==> config.mk <==
export PLATFORM = sky130hd
export DESIGN_NAME = tcgr_queue
export DESIGN_NICKNAME = d
export VERILOG_FILES = /design/src/rtl/tcgr_pkg.sv /design/src/rtl/tcgr_queue.sv
export SDC_FILE = /design/constraint.sdc
export NUM_CORES = 1
export LEC_CHECK = 0
export BUFFER_PORTS_ARGS = -buffer_cell sky130_fd_sc_hd__buf_2
export CAP_MARGIN = 5
export CORE_AREA = 3 3 123 125
export DETAILED_ROUTE_END_ITERATION = 16
export DIE_AREA = 0 0 126 128
export PLACE_DENSITY = 0.72
export SYNTH_ARGS = -nofsm -noshare
export SYNTH_HDL_FRONTEND = slang
export SYNTH_SLANG_ARGS = --single-unit
==> constraint.sdc <==
create_clock -name clk -period 11.6 [get_ports clk]
set_input_delay 2.32 -clock clk [delete_from_list [all_inputs] [get_ports clk]]
set_output_delay 2.32 -clock clk [all_outputs]
set_load 0.005 [all_outputs]
==> src/rtl/tcgr_pkg.sv <==
// Shared types and constants for the text console glyph renderer.
package tcgr_pkg;

	localparam int GLYPH_COUNT_DEF = 256;
	localparam int QUEUE_DEPTH     = 2;

	localparam int ADDR_W  = 48;
	localparam int PITCH_W = 16;
	localparam int CHAR_W  = 8;
	localparam int COLOR_W = 32;
	localparam int GLYPH_W = 64;
	localparam int CFG_W   = 48;
	localparam int REG_IDX_W = 3;

	localparam logic [CHAR_W-1:0]  NEWLINE_CODE = 8'h0A;
	localparam logic [CHAR_W-1:0]  CURSOR_MAX   = 8'hFF;
	localparam logic [COLOR_W-1:0] FG_RESET     = 32'h00FF_FFFF;
	localparam logic [COLOR_W-1:0] BG_RESET     = 32'h0000_0000;

	localparam logic [REG_IDX_W-1:0] REG_FRAME_BASE = 3'd0;
	localparam logic [REG_IDX_W-1:0] REG_LINE_PITCH = 3'd1;
	localparam logic [REG_IDX_W-1:0] REG_TEXT_COLS  = 3'd2;
	localparam logic [REG_IDX_W-1:0] REG_TEXT_ROWS  = 3'd3;
	localparam logic [REG_IDX_W-1:0] REG_FG_COLOR   = 3'd4;
	localparam logic [REG_IDX_W-1:0] REG_BG_COLOR   = 3'd5;

	typedef enum logic {
		ACT_LOAD = 1'b0,
		ACT_PUT  = 1'b1
	} action_t;

	typedef struct packed {
		logic [GLYPH_W-1:0] glyph;
		logic [CHAR_W-1:0]  col;
		logic [CHAR_W-1:0]  line;
	} job_t;

	typedef struct packed {
		logic [ADDR_W-1:0]  frame_base;
		logic [PITCH_W-1:0] line_pitch;
		logic [COLOR_W-1:0] fg_color;
		logic [COLOR_W-1:0] bg_color;
	} draw_cfg_t;

endpackage

==> src/rtl/tcgr_queue.sv <==
// Short job queue between the front end and the pixel back end.
module tcgr_queue (
	input  logic           clk,
	input  logic           arst_n,
	input  logic           push,
	input  tcgr_pkg::job_t push_job,
	output logic           full,
	input  logic           pop,
	output tcgr_pkg::job_t pop_job,
	output logic           not_empty
);
	import tcgr_pkg::*;

	localparam int PTR_W = (QUEUE_DEPTH > 1) ? $clog2(QUEUE_DEPTH) : 1;
	localparam int CNT_W = $clog2(QUEUE_DEPTH + 1);

	job_t             slot_q [QUEUE_DEPTH];
	logic [PTR_W-1:0] wr_ptr_q;
	logic [PTR_W-1:0] rd_ptr_q;
	logic [CNT_W-1:0] count_q;

	assign full      = count_q == CNT_W'(QUEUE_DEPTH);
	assign not_empty = count_q != '0;
	assign pop_job   = slot_q[rd_ptr_q];

	always_ff @(posedge clk) begin
		if (push) begin
			slot_q[wr_ptr_q] <= push_job;
		end
	end

	always_ff @(posedge clk or negedge arst_n) begin
		if (!arst_n) begin
			wr_ptr_q <= '0;
			rd_ptr_q <= '0;
			count_q  <= '0;
		end else begin
			if (push) begin
				wr_ptr_q <= (wr_ptr_q == PTR_W'(QUEUE_DEPTH - 1)) ? '0 : wr_ptr_q + 1'b1;
			end
			if (pop) begin
				rd_ptr_q <= (rd_ptr_q == PTR_W'(QUEUE_DEPTH - 1)) ? '0 : rd_ptr_q + 1'b1;
			end
			if (push && !pop) begin
				count_q <= count_q + 1'b1;
			end else if (pop && !push) begin
				count_q <= count_q - 1'b1;
			end
		end
	end

	a_no_overflow: assert property (@(posedge clk) disable iff (!arst_n)
		push |-> !full)
		else $error("queue overflow");

	a_no_underflow: assert property (@(posedge clk) disable iff (!arst_n)
		pop |-> not_empty)
		else $error("queue underflow");

	a_ptr_count: assert property (@(posedge clk) disable iff (!arst_n)
		(count_q == '0) |-> (wr_ptr_q == rd_ptr_q))
		else $error("queue pointers disagree with count");

endmodule

Word level (Yosys, flattened, before mapping)
Memory sizes are Yosys's and may differ from the RTL's.
Index checks and enable logic that the tools add are counted.
{"block": "word_totals", "regBits": 4, "mem_bits_rw": 160, "inputBits": 84, "out_inout_bits": 82, "wordCells": 21, "n_memories": 1}
{"block": "classes", "add_sub_neg": 4, "eq_ne": 1, "n_mux": 6, "n_reduce_logical": 6}
{"memory": "slot_q", "depth": 2, "width": 80, "rd": 1, "rd_ports_with_merged_regs": 0, "wr": 1, "line": "tcgr_queue.sv:17", "rtl": "job_t slot_q [QUEUE_DEPTH];"}
{"operator": "$mux 1", "count": 4}
{"operator": "$mux 2", "count": 2}
{"operator": "$reduce_bool 2->1", "count": 2}
{"operator": "$add 1x1->1 const B", "count": 2}
{"operator": "$add 2x1->2 const B", "count": 1}
{"operator": "$eq 2x2->1 const B", "count": 1}
{"operator": "$logic_and 1x1->1", "count": 2}
{"operator": "$logic_not 1->1", "count": 2}
{"operator": "$sub 2x1->2 const B", "count": 1}

Depth between registers and ports, before layout
Gate-level depths: netlist (run 1).
{"block": "depth", "word_depth": 4, "depth_mapped": 5, "depth_no_buf": 5}

Least setup slack after synthesis (run 1)
OpenSTA, ideal clock, no wires.
{"block": "synth_path", "path_type": "in2reg", "from": "input push", "to": "memory slot_q[0][0] (netlist bit) (enable)", "setup_ps": 528, "arrival_ps": 5818, "required_time_ps": 11072, "setup_slack_ps": 5254, "cell_stages": 1, "cell_sequence": "nor2b_1"}
{"block": "synth_via", "elab_chain_len": 2}
{"item": "start, declared", "line": "tcgr_queue.sv:5", "rtl": "input logic push,"}
{"item": "$mux 1", "line": "tcgr_queue.sv:27", "rtl": "if (push) begin"}
{"item": "$mux 1 (implied by the code)", "line": "tcgr_queue.sv:28", "rtl": "slot_q[wr_ptr_q] <= push_job;"}
{"item": "end, declared", "line": "tcgr_queue.sv:17"}
Every way passes these cells.

==> results of run 1 <==
[stage by stage]
step | worst slack (ns) | instance area [sq um] | utilization | power, W
finish | 6.66 | 7850 | 0.561 | 0.00190
global route | 6.52 | 7850 | 0.561 | 0.00200
CTS | 6.60 | 7850 | 0.561 | 0.00193
detailed placement | 7.05 | 7270 | 0.520 | 0.00139
global placement | 7.06 | 7270 | 0.520 | 0.00138
floorplan | 5.25 | 6360 | - | 0.00125
[layer usage]
metal,part of all wire,up-vias,global-route usage
met1,0.40,1456,0.156
met3,0.068,16,0.0488
met4,0.021,0,0.0644
li1,-,1404,-
met2,0.51,114,0.224
met5,0,-,0
[state kept, by name, summed over array words and instances, names as in the netlist]
register and count:
count_q 2, slot_q 160, wr_ptr_q 1, rd_ptr_q 1
[cell usage after synthesis, drive strengths merged]
| cell type | number | area (sq um) |
|---|---|---|
| edfxtp | 160 | 4800 |
| and2 | 1 | 6.26 |
| dfrtp | 4 | 100 |
| nor2 | 1 | 3.75 |
| ha | 1 | 12.5 |
| xor2 | 4 | 35.0 |
| xnor2 | 1 | 8.76 |
| mux2 | 80 | 1200 |
| buf | 9 | 171 |
| nor2b | 2 | 12.5 |
| inv | 1 | 3.75 |
| or2 | 1 | 6.26 |
[report_power, final]
group,leakage [nW],total (W),switching (W),internal [W]
Clock,0.274,0.000540,0.000205,0.000335
Sequential,1.55,0.000855,0.0000656,0.000790
Combinational,1.36,0.000508,0.000208,0.000299
[critical path: cells and delay by family, from the launching register on]
| family | cells | cell delay (ns) |
|---|---|---|
| DFF | 1 | 0.88 |
| buffers and inverters | 2 | 0.89 |
| muxes | 1 | 0.36 |
[area by class of cell]
cell class              count  area share
inverters                   1    0.000478
repair buffers            167       0.107
multi-input cells          91       0.165
flip-flops and latches    164       0.626
clock inverters            11      0.0172
well taps                 180      0.0287
clock buffers              21      0.0561
[cells by family after synthesis]
logic type,after synthesis
flip-flops,164
multiplexers,80
buffers and inverters,10
XOR/XNOR,5
AND/OR/NAND/NOR,5
adder cells (fa/ha/maj),1
[how the worst max path moves through the flow]
| stage | start | endpoint | slack (ns) | cells after the start |
|---|---|---|---|---|
| after detailed placement | rd_ptr_q | pop_job[57] | 7.05 | 3 |
| after global placement | rd_ptr_q | pop_job[55] | 7.06 | 3 |
| after global routing | rd_ptr_q | pop_job[57] | 6.52 | 3 |
| after CTS | rd_ptr_q | pop_job[57] | 6.60 | 3 |
| final | rd_ptr_q | pop_job[57] | 6.66 | 3 |
| after floorplan | push | slot_q[0][0] | 5.25 | 1 |
==> metrics.txt, run 1 <==
critical path data required time=9.28 ns; final count of pins violating max slew=0; starting utilization of the core area=0.455; Starting DRT DRC Count=182; Die W=126 um; number of top-level design ports=166; Total Die Area=approximately 16000 sq um; Clock Skew=0.00839 ns; final critical-path share of the clock period=0.426; worst-path cell with the longest stage delay=dfrtp_4; share of cells above drive strength 1=0.607; net count of the finished layout=527; CTS max path bufs=2; number of buffer cells added on primary ports=165; category of the critical setup timing path=reg -> out; global-route wire length before repair=16300 um; Final ANT Viol Nets=0; Floorplan Core Area=about 14000 sq um; critical path, cell by cell=buf_4 > mux2_4 > buf_2; TritonCTS clock tree=built; Reg2Reg Depth=2; # diodes=0; Final Critical Period=4.94 ns; adder and majority cell fraction of the synthesized area=0.00197; drt total wl=10500 um; leakage component of the power=approximately 3.2 nW; sink count of the clock tree=164; simple logic cell fraction of the synthesized area=0.00452; routed via count divided by cell count=approximately 4.7; number of fillers in the final layout=1099; total area of multi-input combinational cells=approximately 1300 sq um; antenna violations before repair=0; H-tree levels=4; Synth Cell Area=6360 sq um; clock transition time at the flip-flop clock pins of the worst setup and hold paths=~0.06 ns; total grt overflow=0; RSZ-0062 raised after global routing=no; fin cells=635; final hold violation count=0; smallest hold slack=between 0.4 and 0.5 ns; number of placed instances with taps included=603; main combinational cell family by area after synthesis=multiplexers; number of buffers inserted by hold repair at cts=0; via count of the first global-routing pass=approximately 3200; Max Clock Freq=0.203 GHz; Max rail drop VDD=0.130 mV; HP Start=count_q[1]; post-synthesis cell type count=14; Synth-to-Final Area Change=23.3%; number of cells on the worst hold path=1; share of the synthesized area in compound gates (AO/OA/AOI/OAI)=0; root buffer cell=clkbuf_16; syn nets=350; area used by sequential logic in the layout=slightly below 5000 sq um; number of detailed-route iterations in the first pass=4; outcome=finished, final reports clean; Finish-stage setup viols=0; Power Density=243 nW/um^2; global placement routability congestion=0.717; Least-Margin Pin Slew=around 1.1 ns; Syn Area/Cell=24.0 sq um; max-slew headroom at the worst pin=0.266; Register-to-Register Setup Slack=9.31 ns; Routed WL per cell=16.5 um; global-route usage over all layers=0.135; type of origin of the critical path=flop; total CTS buffers=17; count of yosys warnings during synthesis=0; worst hold path endpoint=count_q[1]; delay of the slowest cell on the worst path=0.88 ns; vertical die dimension=128 um; most common cell after layout, fill and taps aside=buf_2; number of buffers added for setup after CTS=0; total negative setup slack=0 ns; total number of vias=2990; number of standard-cell rows in the floorplan=43; Worst Path Arrival=2.62 ns; reg2reg end=slot_q[0][24]; Gates resized, CTS repair=0; # Max-Cap Violations=0; FF-to-FF Start=wr_ptr_q; worst min path class=reg -> reg; pin count of the biggest net entering global routing=81; share of the yosys chip area belonging to registers=0.771; post-synthesis register bit count=164; HPWL Detailed=roughly 7000 um; remaining design rule violation count=0; most frequent cells in the layout=buf_2 (165), edfxtp_1 (160), mux2_4 (79); CP Capture Type=output port; xor/xnor share of the synthesized area=0.00688; number of cells produced by synthesis=265; maximum fanout encountered on the critical timing path=44; worst-skew pair later-pin latency=0.42 ns; fraction of synthesized area in multiplexers=0.188
(Power assumes the default switching activity.)
==> run 2: changes to the inputs <==
--- a/config.mk
+++ b/config.mk
@@ -5,12 +5,13 @@
 export SDC_FILE = /design/constraint.sdc
 export NUM_CORES = 1
 export LEC_CHECK = 0
+export ABC_AREA = 1
 export BUFFER_PORTS_ARGS = -buffer_cell sky130_fd_sc_hd__buf_2
 export CAP_MARGIN = 5
-export CORE_AREA = 3 3 123 125
+export CORE_AREA = 3 3 124 126
 export DETAILED_ROUTE_END_ITERATION = 16
-export DIE_AREA = 0 0 126 128
-export PLACE_DENSITY = 0.72
+export DIE_AREA = 0 0 127 129
+export PLACE_DENSITY = 0.74
 export SYNTH_ARGS = -nofsm -noshare
 export SYNTH_HDL_FRONTEND = slang
 export SYNTH_SLANG_ARGS = --single-unit
==> constraint.sdc (replaced) <==
create_clock -name clk -period 4.25 [get_ports clk]
set_input_delay 0.85 -clock clk [delete_from_list [all_inputs] [get_ports clk]]
set_output_delay 0.85 -clock clk [all_outputs]
set_load 0.005 [all_outputs]
==> run 2 against run 1 <==
  * Sequential power rose to 2.7 times the previous value
  * Synthesized cell count rose by 3.4%
  * Worst setup slack got worse by 5.5 ns
  * Critical path depth did not move
  * Design area rose by 1.1%
  * First-iteration DRC count rose by 2.7%
  * Register-to-register slack got worse by 7.0 ns
  * Largest power group unchanged
  * Global-route usage fell by 0.090 points
==> metrics.txt, run 2 <==
share of cells above drive strength 1=0.598 (-0.00874); H-tree levels=4 (unchanged); HPWL Detailed=7280 um (+3.4%); registers with the most flip-flops=slot_q: 160 flops, count_q: 2 flops; routed via count divided by cell count=4.72 (+0.30%); # Max-Cap Violations=0 (unchanged); Max Clock Freq=0.324 GHz; Starting DRT DRC Count=187 (+2.7%); number of standard-cell rows in the floorplan=44 (+2.3%); critical path data required time=3.40 ns (-5.88 ns); drt total wl=10800 um (+2.7%); most instantiated cells after synthesis=edfxtp_1 (160), mux2_4 (79), buf_12 (8); total CTS buffers=17 (unchanged); Gates resized, CTS repair=0 (unchanged); worst min path class=in -> async; global placement routability congestion=0.707 (-1.4%); number of buffer cells added on primary ports=165 (unchanged); post-synthesis register bit count=164 (unchanged); final hold violation count=0 (unchanged); power consumption=0.00528 W (+180%); most flop-heavy register=slot_q; number of buffers added for setup after CTS=0 (unchanged); Worst Path Arrival=2.24 ns (-0.38 ns); Final ANT Viol Nets=0 (unchanged); final count of pins violating max slew=0 (unchanged); total negative setup slack=0 ns (unchanged); most common cell after layout, fill and taps aside=buf_2; number of buffers inserted by hold repair at cts=0 (unchanged); number of top-level design ports=166 (unchanged); Die W=127 um (+0.79%); Least-Margin Pin Slew=1.00 ns (-0.101 ns); Total Die Area=16400 sq um (+1.6%); type of origin of the critical path=flop; sink count of the clock tree=164 (unchanged); worst-skew pair later-pin latency=0.40 ns (-0.02 ns); Floorplan Core Area=14400 sq um (+3.1%); CTS max path bufs=2 (unchanged); final critical-path share of the clock period=0.726; Syn Area/Cell=23.3 sq um (-3.0%); critical path, cell by cell=buf_12 > mux2_4 > buf_2; root buffer cell=clkbuf_16; leakage component of the power=3.24 nW (+1.7%); flip-flop count of the largest register after layout=160 (unchanged); proportion of synthesized flip-flops having asynchronous set or reset=0.0244 (unchanged); total number of vias=3065 (+2.5%); syn nets=359 (+2.6%); Register-to-Register Setup Slack=2.29 ns (-7.02 ns); category of the critical setup timing path=reg -> out; # diodes=0 (unchanged); starting utilization of the core area=0.442 (-0.0125); number of cells produced by synthesis=274 (+3.4%); number of fillers in the final layout=1153 (+4.9%); net count of the finished layout=538 (+2.1%); post-synthesis cell type count=14 (unchanged); total grt overflow=0 (unchanged); Clock Skew=0.00410 ns (-0.00429 ns); area share of the largest cell type after synthesis=0.753 (-0.00207); worst-path cell with the longest stage delay=dfrtp_4; vertical die dimension=129 um (+0.78%); number of flops mapped to enable cells by yosys=160 (unchanged); pin count of the biggest net entering global routing=50 (-38%); most frequent cells in the layout=buf_2 (165), edfxtp_1 (160), mux2_4 (79); TritonCTS clock tree=built; Power Density=666 nW/um^2 (+170%); share of the yosys chip area belonging to registers=0.769 (-0.00212); remaining design rule violation count=0 (unchanged); cell types with the largest area share after synthesis=edfxtp_1 (75%), mux2_4 (19%), buf_12 (2.5%); flip-flop cell with the highest count after synthesis=edfxtp_1; Synth-to-Final Area Change=24.3%; Synth Cell Area=6380 sq um (+0.28%); count of yosys warnings during synthesis=0 (unchanged); antenna violations before repair=0 (unchanged); Routed WL per cell=16.6 um (+0.53%); largest area contributor in the synthesized netlist=edfxtp_1; max-slew headroom at the worst pin=0.332 (+0.0660); area used by sequential logic in the layout=4910 sq um (unchanged); largest delay contributor family on the critical path=flip-flops; CP Capture Type=output port; Max rail drop VDD=0.458 mV (+250%); Final Critical Period=approximately 3 ns; number of detailed-route iterations in the first pass=3 (-1); maximum fanout encountered on the critical timing path=44 (unchanged); global-route wire length before repair=16500 um (+1.6%); RSZ-0062 raised after global routing=no; via count of the first global-routing pass=3303 (+4.1%); delay of the slowest cell on the worst path=0.91 ns (+0.03 ns); clock transition time at the flip-flop clock pins of the worst setup and hold paths=0.06 ns (about the same); global-route usage over all layers=0.134 (-0.000900); total area of multi-input combinational cells=1280 sq um (-0.58%); number of buffer and inverter stages on the critical path=2 (unchanged); Finish-stage setup viols=0 (unchanged); outcome=finished, final reports clean; most numerous cell in the Yosys netlist=edfxtp_1
[run 2: cell types whose count changed after synthesis, sizes merged]
cell / change
inv: +6
and2: -1
nor2: +1
nand2: +6
nor2b: -2
or2: -1
nand4: +1
nand3: +1
xor2: -2
[run 2: stage by stage]
stage          cells  hold WS [ns]  worst slack, ns   util  instance area [sq um]
4_1_cts          649         0.222             1.11  0.550                   7930
3_3_place_gp     618         0.454             1.58  0.508                   7330
3_5_place_dp     618         0.495             1.57  0.508                   7330
5_1_grt          649         0.228             1.05  0.550                   7930
6_report         649         0.247             1.16  0.550                   7930
2_1_floorplan    274         0.442            0.876      -                   6380
[run 2: logic make-up (layout without fill, tap and decap cells)]
| kind of cell | after synthesis | in the layout | share of synthesized area |
|---|---|---|---|
| xor gates and xnor gates | 3 | 3 | 0.00412 |
| adders and majority gates | 1 | 1 | 0.00196 |
| buffers and inverters | 16 | 207 | 0.0310 |
| DFF | 164 | 164 | 0.769 |
| muxes | 80 | 80 | 0.188 |
| and+or+nand+nor | 10 | 10 | 0.00647 |
[run 2: final timing paths]
| check | startpoint | end | cells after the start |
|---|---|---|---|
| max | rd_ptr_q | pop_job[12] | 3 |
| max in group asynchronous | arst_n | rd_ptr_q | 1 |
| min | arst_n | count_q[1] | 1 |
| min in group clk | count_q[1] | count_q[1] | 2 |
| max reg2reg | wr_ptr_q | slot_q[0][12] | 2 |
| min reg2reg | count_q[1] | count_q[1] | 2 |
[run 2: layout make-up]
class / count / area share
clock buffers: 21 / 0.0555
clock inverters: 10 / 0.0199
flip-flops and latches: 164 / 0.619
inverters: 7 / 0.00347
well taps: 184 / 0.0290
multi-input cells: 94 / 0.162
repair buffers: 169 / 0.111
[run 2: layer usage]
metal / up-vias / track usage / share of wire
met5: - / 0 / 0
met4: 0 / 0.0549 / 0.016
met3: 13 / 0.0482 / 0.068
met1: 1521 / 0.149 / 0.39
li1: 1427 / - / -
met2: 104 / 0.234 / 0.53
[run 2: power breakdown]
part / internal [W] / total (W) / switching, W
Sequential: 0.00215 / 0.00233 / 0.000183
Combinational: 0.000831 / 0.00141 / 0.000583
Clock: 0.000976 / 0.00153 / 0.000558
[run 2: worst register-to-register path, delay by kind of cell, from the launching register on]
family / cells / cell delay [ns]
and+or+nand+nor: 1 / 0.79
DFF: 1 / 0.43
buffers and inverters: 1 / 0.37
