==> src/rtl/tcgr_pkg.sv <==
// Shared types and constants for the text console glyph renderer.
package tcgr_pkg;

	localparam int GLYPH_COUNT_DEF = 256;
	localparam int QUEUE_DEPTH     = 2;

	localparam int ADDR_W  = 48;
	localparam int PITCH_W = 16;
	localparam int CHAR_W  = 8;
	localparam int COLOR_W = 32;
	localparam int GLYPH_W = 64;
	localparam int CFG_W   = 48;
	localparam int REG_IDX_W = 3;

	localparam logic [CHAR_W-1:0]  NEWLINE_CODE = 8'h0A;
	localparam logic [CHAR_W-1:0]  CURSOR_MAX   = 8'hFF;
	localparam logic [COLOR_W-1:0] FG_RESET     = 32'h00FF_FFFF;
	localparam logic [COLOR_W-1:0] BG_RESET     = 32'h0000_0000;

	localparam logic [REG_IDX_W-1:0] REG_FRAME_BASE = 3'd0;
	localparam logic [REG_IDX_W-1:0] REG_LINE_PITCH = 3'd1;
	localparam logic [REG_IDX_W-1:0] REG_TEXT_COLS  = 3'd2;
	localparam logic [REG_IDX_W-1:0] REG_TEXT_ROWS  = 3'd3;
	localparam logic [REG_IDX_W-1:0] REG_FG_COLOR   = 3'd4;
	localparam logic [REG_IDX_W-1:0] REG_BG_COLOR   = 3'd5;

	typedef enum logic {
		ACT_LOAD = 1'b0,
		ACT_PUT  = 1'b1
	} action_t;

	typedef struct packed {
		logic [GLYPH_W-1:0] glyph;
		logic [CHAR_W-1:0]  col;
		logic [CHAR_W-1:0]  line;
	} job_t;

	typedef struct packed {
		logic [ADDR_W-1:0]  frame_base;
		logic [PITCH_W-1:0] line_pitch;
		logic [COLOR_W-1:0] fg_color;
		logic [COLOR_W-1:0] bg_color;
	} draw_cfg_t;

endpackage

==> src/rtl/tcgr_back.sv <==
// Back end: turns draw jobs into 64 pixel writes, one per cycle while out_ready allows.
module tcgr_back (
	input  logic                          clk,
	input  logic                          arst_n,
	input  tcgr_pkg::draw_cfg_t           cfg,
	input  logic                          job_valid,
	input  tcgr_pkg::job_t                job,
	output logic                          pop,
	output logic                          out_valid,
	input  logic                          out_ready,
	output logic [tcgr_pkg::ADDR_W-1:0]   pixel_address,
	output logic [tcgr_pkg::COLOR_W-1:0]  pixel_value,
	output logic                          last_pixel
);
	import tcgr_pkg::*;

	localparam int PROD_W = CHAR_W + 3 + PITCH_W;

	logic               valid_s1;
	logic [GLYPH_W-1:0] glyph_s1;
	logic [CHAR_W-1:0]  col_s1;
	logic [PROD_W-1:0]  prod_s1;

	logic               valid_s2;
	logic [GLYPH_W-1:0] glyph_s2;
	logic [ADDR_W-1:0]  addr_s2;

	logic               busy_q;
	logic [5:0]         cnt_q;
	logic [GLYPH_W-1:0] glyph_q;
	logic [ADDR_W-1:0]  line_addr_q;

	logic               out_valid_q;
	logic [ADDR_W-1:0]  addr_q;
	logic [COLOR_W-1:0] value_q;
	logic               last_q;

	logic ready_s1;
	logic ready_s2;
	logic emit;
	logic last_cnt;
	logic take;

	assign emit     = busy_q && (!out_valid_q || out_ready);
	assign last_cnt = cnt_q == 6'd63;
	assign take     = valid_s2 && (!busy_q || (emit && last_cnt));
	assign ready_s2 = !valid_s2 || take;
	assign ready_s1 = !valid_s1 || ready_s2;
	assign pop      = job_valid && ready_s1;

	assign out_valid     = out_valid_q;
	assign pixel_address = addr_q;
	assign pixel_value   = value_q;
	assign last_pixel    = last_q;

	always_ff @(posedge clk) begin
		if (pop) begin
			glyph_s1 <= job.glyph;
			col_s1   <= job.col;
			prod_s1  <= PROD_W'({job.line, 3'b000}) * PROD_W'(cfg.line_pitch);
		end
		if (valid_s1 && ready_s2) begin
			glyph_s2 <= glyph_s1;
			addr_s2  <= cfg.frame_base + ADDR_W'(prod_s1) + ADDR_W'({col_s1, 5'b00000});
		end
		if (take) begin
			glyph_q     <= glyph_s2;
			line_addr_q <= addr_s2;
		end else if (emit && cnt_q[2:0] == 3'd7) begin
			line_addr_q <= line_addr_q + ADDR_W'(cfg.line_pitch);
		end
		if (emit) begin
			addr_q  <= line_addr_q + ADDR_W'({cnt_q[2:0], 2'b00});
			value_q <= glyph_q[cnt_q] ? cfg.fg_color : cfg.bg_color;
			last_q  <= last_cnt;
		end
	end

	always_ff @(posedge clk or negedge arst_n) begin
		if (!arst_n) begin
			valid_s1    <= 1'b0;
			valid_s2    <= 1'b0;
			busy_q      <= 1'b0;
			cnt_q       <= '0;
			out_valid_q <= 1'b0;
		end else begin
			if (pop) begin
				valid_s1 <= 1'b1;
			end else if (ready_s2) begin
				valid_s1 <= 1'b0;
			end
			if (valid_s1 && ready_s2) begin
				valid_s2 <= 1'b1;
			end else if (take) begin
				valid_s2 <= 1'b0;
			end
			if (take) begin
				busy_q <= 1'b1;
				cnt_q  <= '0;
			end else if (emit) begin
				cnt_q <= cnt_q + 6'd1;
				if (last_cnt) begin
					busy_q <= 1'b0;
				end
			end
			if (emit) begin
				out_valid_q <= 1'b1;
			end else if (out_ready) begin
				out_valid_q <= 1'b0;
			end
		end
	end

	a_idle_count: assert property (@(posedge clk) disable iff (!arst_n)
		!busy_q |-> cnt_q == '0)
		else $error("pixel counter running while idle");

	a_job_end: assert property (@(posedge clk) disable iff (!arst_n)
		emit && last_cnt |=> out_valid_q && last_q && (!busy_q || cnt_q == '0))
		else $error("character did not end on its last pixel");

	a_take_when_free: assert property (@(posedge clk) disable iff (!arst_n)
		take |-> !busy_q || (emit && last_cnt))
		else $error("new job overran a running character");

endmodule

==> config.mk <==
export PLATFORM = sky130hd
export DESIGN_NAME = tcgr_back
export DESIGN_NICKNAME = d
export VERILOG_FILES = /design/src/rtl/tcgr_pkg.sv /design/src/rtl/tcgr_back.sv
export SDC_FILE = /design/constraint.sdc
export NUM_CORES = 1
export LEC_CHECK = 0
export BUFFER_PORTS_ARGS = -buffer_cell sky130_fd_sc_hd__buf_2
export CAP_MARGIN = 25
export CORE_UTILIZATION = 40
export DETAILED_ROUTE_END_ITERATION = 6
export PLACE_DENSITY = 0.7
export SLEW_MARGIN = 20
export SYNTH_ARGS = -nofsm -noshare
export SYNTH_HDL_FRONTEND = slang
export SYNTH_SLANG_ARGS = --single-unit
==> constraint.sdc <==
create_clock -name clk -period 5.4 [get_ports clk]
set_input_delay 1.35 -clock clk [delete_from_list [all_inputs] [get_ports clk]]
set_output_delay 1.35 -clock clk [all_outputs]
set_load 0.05 [all_outputs]
After elaboration in Yosys (flattened, before gate mapping). Index checks and enable logic that the tools add are counted.

Logic and storage cells: 61. Input port bits: 212. Flip-flop bits (word level): 411. Output and inout bits: 83.

Add/sub/neg operators: 5. Equality and inequality tests: 2. Reductions and logical operators: 21. Multipliers: 1. Mux-type cells: 16. Order comparisons: 1.

Operators with widths (count): $mux 48 (2); $add 48x13->48 (1); $add 48x16->48 (1); $add 48x27->48 (1); $add 48x5->48 (1); $mux 32 (1); $mul 8x16->24 (1); $mux 6 (2); $reduce_bool 2->1 (6); $mux 1 (10); $lt 6x7->1 const B (1); $add 6x1->6 const B (1); $bmux 1 s6 (1); $eq 6x6->1 const B (1); $logic_and 1x1->1 (6); $logic_not 1->1 (4); $logic_or 1x1->1 (4); $eq 3x3->1 const B (1); $reduce_and 2->1 (1).

Depth between registers and ports, before layout. Gate-level depths: netlist of the first run.

Word-level depth: 10. Depth in mapped cells: 19. Depth with buffers taken out: 18.

Worst setup path before layout of the first run. OpenSTA, ideal clock, no wires.

Path kind: in2reg. Start point: input job[7] (netlist name). End point: register prod_s1[26] (data pin). Stages: 17. Path slack: -0.338 ns. Setup time: 0.263 ns. Required time: 5.137 ns. Data arrival time: 5.475 ns. Cell sequence: clkbuf_1 and2_1 fa_1 fa_1 fa_1 inv_1 fa_1 inv_1 ha_1 a21o_1 a21oi_1 nor2b_1 a311o_1 a31oi_1 a21oi_1 nor4_1 nor3_1.

Cells in the longest elaborated chain, start to end: 1.

Ends and longest elaborated chain: start, declared (line tcgr_back.sv:7) `input tcgr_pkg::job_t job,`; $mul 8x16->24 (line tcgr_back.sv:60) `prod_s1 <= PROD_W'({job.line, 3'b000}) * PROD_W'(cfg.line_pitch);`; end signal, assigned (line tcgr_back.sv:60); end, declared (line tcgr_back.sv:22) `logic [PROD_W-1:0] prod_s1;`.

Every way passes these cells. A chain may end at the register's enable or synchronous reset.

Worst setup path after layout of the first run.
Start point: input job[6] (netlist name). End point: register prod_s1[26] (data pin).

Same word-level chain as after synthesis.

==> results.json, run 1 <==
{
  "synth_top_cell_area_share_pct": 54.2,
  "nets": 2457,
  "max_clock_freq_mhz": 191,
  "run_status": "finished, violations left",
  "setup_viol": 0,
  "tightestPinTransition_ps": 910,
  "synth_async_sr_flop_share_pct": 2.43,
  "detailedRoute.firstPassIterationCount": 7,
  "htreeDepth": 2,
  "die_h_um": 238,
  "drt-initial-drc-count": 899,
  "worstPathMaxFanout": 9,
  "grt_pass1_wl_um": 78100,
  "die-area_mm2": 0.0565,
  "initial_util_pct": 40.4,
  "syn_to_layout_area_delta_pct": 19.4,
  "reg2reg_depth": 8,
  "most_instantiated_cells_after_synthesis": "sky130_fd_sc_hd__edfxtp_1, sky130_fd_sc_hd__inv_1, sky130_fd_sc_hd__nand2_1",
  "combined_global_route_utilization_of_all_metal_layers_pct": 17.7,
  "final_area_mm2": 0.0265,
  "floorplan.rows": 86,
  "fin_worst_hold_slack_ps": 413,
  "finalSetupTns_ps": 0,
  "numCtsBuffers": 40,
  "postSynth.topFlopCell": "sky130_fd_sc_hd__edfxtp_1",
  "grt_start_max_net_pins": 88,
  "ctsRootBufferMaster": "sky130_fd_sc_hd__clkbuf_16",
  "synth_edf_count": 401,
  "p_leak_nw": 10.5,
  "final.setup_skew_ps": 23.5,
  "hold_path_end": "glyph_s2[19]$_DFFE_PP_",
  "place_worst_setup_slack_ps": -531,
  "violations": "DRC",
  "drv.max_cap_violation_count": 0,
  "clk_path_buf_depth": 3,
  "yosys_warnings": 0,
  "drive_gt1_share_pct": 24.8,
  "hold_path.startpoint": "glyph_s1[19]$_DFFE_PP_",
  "ys_seq_elements": 411,
  "worst_hold_path.num_cells": 0,
  "synthDistinctLibCells": 60,
  "worst_voltage_drop_across_the_vdd_grid_mv": 0.377,
  "top_level_pins": 295,
  "syn-cell-area_mm2": 0.0222,
  "cts.sink_count": 411,
  "synth.most_common_cell": "sky130_fd_sc_hd__edfxtp_1",
  "core_area_mm2": 0.0550,
  "clk-insertion-delay-late_ps": 560,
  "dp_hpwl_um": 38600,
  "vias": 14100,
  "ys_top_cells_by_area": "sky130_fd_sc_hd__edfxtp_1, sky130_fd_sc_hd__fa_1, sky130_fd_sc_hd__ha_1",
  "drc": 1,
  "synth.net_count": 2092,
  "capturing_element_type_of_the_critical_path": "flip-flop",
  "critical_path.reg2reg.startpoint": "cnt_q[1]$_DFFE_PN0P_",
  "number_of_buffers_inserted_by_post_cts_setup_repair": 0,
  "clock_tree_from_tritoncts": "done",
  "antenna_violations_before_repair": 0,
  "antenna_diode_count": 0,
  "report.final.slew_viol_count": 0,
  "rsz0062_at_grt": "false",
  "gp_congestion": 0.918,
  "cp.required_ps": 5680,
  "wl_um": 50300,
  "time_the_final_worst_path_needs_with_i_o_delays_and_setup_ps": 5230,
  "max_slew_margin_pct": 39.3,
  "die_width_um": 238,
  "ant_nets": 0,
  "final-hold-violation-count": 0,
  "final_util_pct": 48.2,
  "cell_type_with_the_largest_total_area_after_synthesis": "sky130_fd_sc_hd__edfxtp_1",
  "grt_overflow_total": 0,
  "wire_per_inst_um": 17.9,
  "final.period_utilization_pct": 96.8,
  "setup.reg_to_reg.worst_slack_ps": 1730,
  "syn-instance-count": 1680,
  "vias_in_the_first_global_route": 14100,
  "io_buffers": 294,
  "ys_seq_area_share_pct": 55.3,
  "layout_setup_ws_ps": 174,
  "power.density_cell_area_mw_per_mm2": 414,
  "crit_path_start_kind": "input port",
  "worst_r2r_end": "glyph_s1[34]$_DFFE_PP_",
  "avgSynthCellArea_um2": 13.2,
  "avgViaCountPerCell": 4.99,
  "worst-setup-path-type": "in2reg",
  "post_dp_area_mm2": 0.0252,
  "timing.critical_path.arrival_ps": 5510,
  "cts.reportedPaths.clkPinSlew_ps": 60,
  "hp-class": "reg2reg"
}
-- metal layers --
layer / vias up / track usage, % / wire length [µm]
met5: - / 0 / 0
met4: 0 / 4.14 / 786
met3: 64 / 2.31 / 2670
met2: 432 / 29.2 / 23800
met1: 6847 / 24.8 / 23100
li1: 6742 / - / -
-- cell families (layout without fill, tap and decap cells) --
| logic type | after synthesis | after routing | synth area share, % |
|---|---|---|---|
| simple gates | 465 | 465 | 10.7 |
| flops | 411 | 411 | 55.3 |
| compound gates | 237 | 237 | 6.65 |
| fa+ha+maj | 200 | 200 | 14.5 |
| buf+inv | 171 | 563 | 3.08 |
| xor+xnor | 140 | 140 | 5.52 |
| mux | 56 | 56 | 4.29 |
-- registers in the layout (all words and copies together), names as in the netlist, 6 cells and up --
register / flops
glyph_q: 64
glyph_s1: 64
glyph_s2: 64
addr_s2: 48
line_addr_q: 48
pixel_address: 48
pixel_value: 32
prod_s1: 24
col_s1: 8
cnt_q: 6
-- critical path: stages --
cell	delay, ps
sky130_fd_sc_hd__buf_2	140
sky130_fd_sc_hd__buf_4	150
sky130_fd_sc_hd__and2_1	150
sky130_fd_sc_hd__fa_1	520
sky130_fd_sc_hd__fa_1	450
sky130_fd_sc_hd__fa_1	540
sky130_fd_sc_hd__inv_1	50
sky130_fd_sc_hd__fa_1	520
sky130_fd_sc_hd__inv_1	60
sky130_fd_sc_hd__ha_4	210
sky130_fd_sc_hd__a21o_1	190
sky130_fd_sc_hd__a21oi_2	160
sky130_fd_sc_hd__nor2b_1	70
sky130_fd_sc_hd__a311o_1	330
sky130_fd_sc_hd__a31oi_2	200
sky130_fd_sc_hd__a21oi_2	110
sky130_fd_sc_hd__nor4_2	210
sky130_fd_sc_hd__nor3_1	80
-- where the power goes --
group | leakage, nW | total [mW] | internal [mW] | switching, mW
clock network | 0.648 | 2.86 | 1.68 | 1.18
registers | 3.78 | 4.07 | 3.88 | 0.182
logic | 6.04 | 4.04 | 1.89 | 2.16
-- repair_timing --
item                                    4_1_cts  5_1_grt
hold buffers                                  0        0
hold endpoints to repair                      0        0
gates resized for setup                       0        6
endpoints found under the setup margin        0        4
-- layout make-up --
cell class | instances | area (µm²)
Clock buffer | 47 | 1050
Multi-Input combinational cell | 1098 | 9440
Timing Repair Buffer | 367 | 2040
Inverter | 127 | 479
Clock inverter | 22 | 297
Tap cell | 748 | 936
Fill cell | 4771 | 28500
Sequential cell | 411 | 12300
-- metrics by stage --
stage	power (mW)	cells
3_5_place_dp	8.16	2751
4_1_cts	11.1	2820
3_3_place_gp	8.07	2751
6_report	11.0	2820
5_1_grt	11.6	2820
2_1_floorplan	7.12	1680
-- layout by cell type, fill, tap and decap left out, types with 10 or more instances in the layout --
master	n
sky130_fd_sc_hd__edfxtp_1	401
sky130_fd_sc_hd__buf_2	292
sky130_fd_sc_hd__inv_1	126
sky130_fd_sc_hd__nand2_1	119
sky130_fd_sc_hd__and2_1	113
sky130_fd_sc_hd__xnor2_1	97
sky130_fd_sc_hd__ha_1	97
sky130_fd_sc_hd__fa_1	95
sky130_fd_sc_hd__nor2_1	87
sky130_fd_sc_hd__buf_4	72
sky130_fd_sc_hd__a21oi_1	65
sky130_fd_sc_hd__o21ai_0	51
sky130_fd_sc_hd__xor2_1	43
sky130_fd_sc_hd__clkbuf_16	41
sky130_fd_sc_hd__nand3_1	34
sky130_fd_sc_hd__mux2_4	30
sky130_fd_sc_hd__a21o_1	29
sky130_fd_sc_hd__a31oi_1	19
sky130_fd_sc_hd__nand4_1	19
sky130_fd_sc_hd__mux4_2	19
sky130_fd_sc_hd__and3_1	17
sky130_fd_sc_hd__a211oi_1	13
sky130_fd_sc_hd__nor3_1	13
sky130_fd_sc_hd__o21a_1	12
sky130_fd_sc_hd__nand2b_1	12
sky130_fd_sc_hd__dfrtp_1	10
-- how the worst max path moves through the flow --
stage / depth (start not counted) / slack [ps] / end / from
finish: 18 / 170 / prod_s1[26]$_DFFE_PP_ / job[6]
detailed placement: 17 / -530 / prod_s1[26]$_DFFE_PP_ / job[4]
global placement: 16 / -440 / prod_s1[26]$_DFFE_PP_ / job[7]
floorplan: 17 / -150 / prod_s1[26]$_DFFE_PP_ / job[7]
CTS: 17 / 50 / prod_s1[26]$_DFFE_PP_ / job[4]
global route: 18 / 4 / prod_s1[26]$_DFFE_PP_ / job[6]
(Power assumes the default switching activity.)
==> inputs of run 2 (changes only) <==
--- a/config.mk
+++ b/config.mk
@@ -7,9 +7,9 @@
 export LEC_CHECK = 0
 export BUFFER_PORTS_ARGS = -buffer_cell sky130_fd_sc_hd__buf_2
 export CAP_MARGIN = 25
-export CORE_UTILIZATION = 40
+export CORE_UTILIZATION = 45
 export DETAILED_ROUTE_END_ITERATION = 6
-export PLACE_DENSITY = 0.7
+export PLACE_DENSITY = 0.76
 export SLEW_MARGIN = 20
 export SYNTH_ARGS = -nofsm -noshare
 export SYNTH_HDL_FRONTEND = slang
==> run 2 against run 1 <==
  * Largest power group is now combinational logic
  * The run now ends clean
  * Design area shrank 0.67%
  * Critical endpoint unchanged
  * Combinational power grew 1%
  * Clock power shrank 6%
  * Highest routed layer unchanged
==> results.json, run 2 (same netlist as run 1, synthesis figures left out) <==
{
  "number_of_buffers_inserted_by_post_cts_setup_repair": 0,
  "wire_per_inst_um": 18.7,
  "worst_r2r_end": "prod_s1[25]$_DFFE_PP_",
  "critical_path.reg2reg.startpoint": "cnt_q[1]$_DFFE_PN0P_",
  "cts.reportedPaths.clkPinSlew_ps": 70,
  "die_h_um": 224,
  "max_slew_margin_pct": 32.0,
  "ctsRootBufferMaster": "sky130_fd_sc_hd__clkbuf_16",
  "nets": 2454,
  "timing.critical_path.arrival_ps": 5530,
  "core_area_mm2": 0.0488,
  "htreeDepth": 2,
  "clock_tree_from_tritoncts": "done",
  "place_worst_setup_slack_ps": -521,
  "seq_power_share_pct": 37.5,
  "worst_voltage_drop_across_the_vdd_grid_mv": 0.344,
  "dp_hpwl_um": 38100,
  "power.density_cell_area_mw_per_mm2": 411,
  "numCtsBuffers": 39,
  "drc": 0,
  "syn_to_layout_area_delta_pct": 18.6,
  "floorplan.rows": 81,
  "detailedRoute.firstPassIterationCount": 7,
  "hp-class": "reg2reg",
  "reg2reg_depth": 8,
  "avgViaCountPerCell": 5.25,
  "power.internal_mw": 7.27,
  "drv.max_cap_violation_count": 0,
  "layout_commonest_cell": "sky130_fd_sc_hd__edfxtp_1",
  "worstPathMaxFanout": 9,
  "grt_overflow_total": 0,
  "drive_gt1_share_pct": 24.9,
  "clk_path_buf_depth": 3,
  "grt_pass1_wl_um": 79500,
  "setup.reg_to_reg.worst_slack_ps": 1730,
  "worst-setup-path-type": "in2reg",
  "totalPowerFinal_mw": 10.8,
  "hold_path.startpoint": "glyph_s1[43]$_DFFE_PP_",
  "report.final.slew_viol_count": 0,
  "worst_hold_path.num_cells": 0,
  "grt_start_max_net_pins": 101,
  "initial_util_pct": 45.5,
  "combined_global_route_utilization_of_all_metal_layers_pct": 20.3,
  "top_level_pins": 295,
  "time_the_final_worst_path_needs_with_i_o_delays_and_setup_ps": 5230,
  "ant_nets": 0,
  "setup_viol": 0,
  "layout_setup_ws_ps": 165,
  "clk-insertion-delay-late_ps": 560,
  "multiInputGateArea_mm2": 0.00944,
  "run_status": "complete, no violations",
  "layout_common_cells": "sky130_fd_sc_hd__edfxtp_1, sky130_fd_sc_hd__buf_2, sky130_fd_sc_hd__inv_1",
  "layout.area.seq_mm2": 0.0123,
  "finalSetupTns_ps": 0,
  "capturing_element_type_of_the_critical_path": "flip-flop",
  "combinationalPowerShare_pct": 37.6,
  "switching_share_pct": 33.0,
  "net-switching-power_mw": 3.57,
  "cts.sink_count": 411,
  "final.period_utilization_pct": 96.9,
  "final-hold-violation-count": 0,
  "largestRegisters": "glyph_q (64), glyph_s1 (64), glyph_s2 (64)",
  "cp.required_ps": 5690,
  "max_clock_freq_mhz": 191,
  "layout.filler_cells": 4044,
  "io_buffers": 294,
  "setup.worst_path.start": "job[4]",
  "tightestPinTransition_ps": 1020,
  "p_leak_nw": 10.4,
  "crit_path_start_kind": "input port",
  "vias_in_the_first_global_route": 14800,
  "hold_path_end": "glyph_s2[43]$_DFFE_PP_",
  "vias": 14400,
  "wl_um": 51100,
  "die_width_um": 224,
  "final.setup_skew_ps": 24.3,
  "gp_congestion": 0.902,
  "die-area_mm2": 0.0503,
  "clk_pwr_share_pct": 24.8,
  "drt-initial-drc-count": 1025,
  "antenna_violations_before_repair": 4
}
-- run 2: per-stage QoR --
stage / utilization (%) / cell area (µm²) / hold slack (ps) / cells
after floorplan: - / 22400 / 400 / 1680
after global placement: 51.3 / 25000 / 402 / 2664
after detailed placement: 51.3 / 25000 / 405 / 2664
after CTS: 53.8 / 26300 / 416 / 2733
after global routing: 53.9 / 26300 / 424 / 2737
final: 53.9 / 26300 / 413 / 2737
-- run 2: layout make-up --
type                            instances  share of cell area, %
Sequential cell                       411                   46.7
Multi-Input combinational cell       1098                   35.8
Timing Repair Buffer                  365                   7.79
Clock buffer                           47                   3.82
Tap cell                              664                   3.15
Inverter                              127                   1.82
Clock inverter                         22                  0.921
Antenna cell                            3                 0.0285
-- run 2: per-layer routing --
| layer | routed length [µm] | share of wire, % | global-route usage (%) | up-vias |
|---|---|---|---|---|
| li1 | - | - | - | 6745 |
| met1 | 22100 | 43 | 27.3 | 7021 |
| met2 | 24800 | 49 | 34.7 | 529 |
| met3 | 2960 | 5.8 | 2.45 | 68 |
| met4 | 1120 | 2.2 | 6.10 | 0 |
| met5 | 0 | 0 | 0 | - |
-- run 2: worst max path at each step --
stage	slack, ps	to
final	170	prod_s1[26]$_DFFE_PP_
after global placement	-410	prod_s1[26]$_DFFE_PP_
after detailed placement	-520	prod_s1[26]$_DFFE_PP_
after CTS	70	prod_s1[26]$_DFFE_PP_
after floorplan	-150	prod_s1[26]$_DFFE_PP_
after global routing	-50	prod_s1[26]$_DFFE_PP_
-- run 2: repair_timing --
action	in CTS	in global routing
hold buffers	0	0
endpoints found under the setup margin	0	4
gates resized for setup	0	8
-- run 2: power groups by stage --
| stage | clock network [mW] | registers [mW] | logic (mW) |
|---|---|---|---|
| floorplan | 0 | 4.52 | 2.60 |
| global placement | 0 | 4.13 | 3.92 |
| detailed placement | 0 | 4.13 | 4.04 |
| CTS | 2.75 | 4.07 | 4.08 |
| global route | 2.85 | 4.09 | 4.48 |
| finish | 2.69 | 4.07 | 4.08 |
-- run 2: critical path, cell delays in order --
cell and delay (ps):
sky130_fd_sc_hd__clkbuf_4 170, sky130_fd_sc_hd__buf_12 140, sky130_fd_sc_hd__and2_1 140, sky130_fd_sc_hd__fa_1 460
sky130_fd_sc_hd__fa_1 520, sky130_fd_sc_hd__fa_1 550, sky130_fd_sc_hd__inv_1 50, sky130_fd_sc_hd__fa_1 530
sky130_fd_sc_hd__inv_1 60, sky130_fd_sc_hd__ha_4 210, sky130_fd_sc_hd__a21o_1 180, sky130_fd_sc_hd__a21oi_2 160
sky130_fd_sc_hd__nor2b_1 70, sky130_fd_sc_hd__a311o_1 330, sky130_fd_sc_hd__a31oi_2 210, sky130_fd_sc_hd__a21oi_2 100
sky130_fd_sc_hd__nor4_2 220, sky130_fd_sc_hd__nor3_1 80
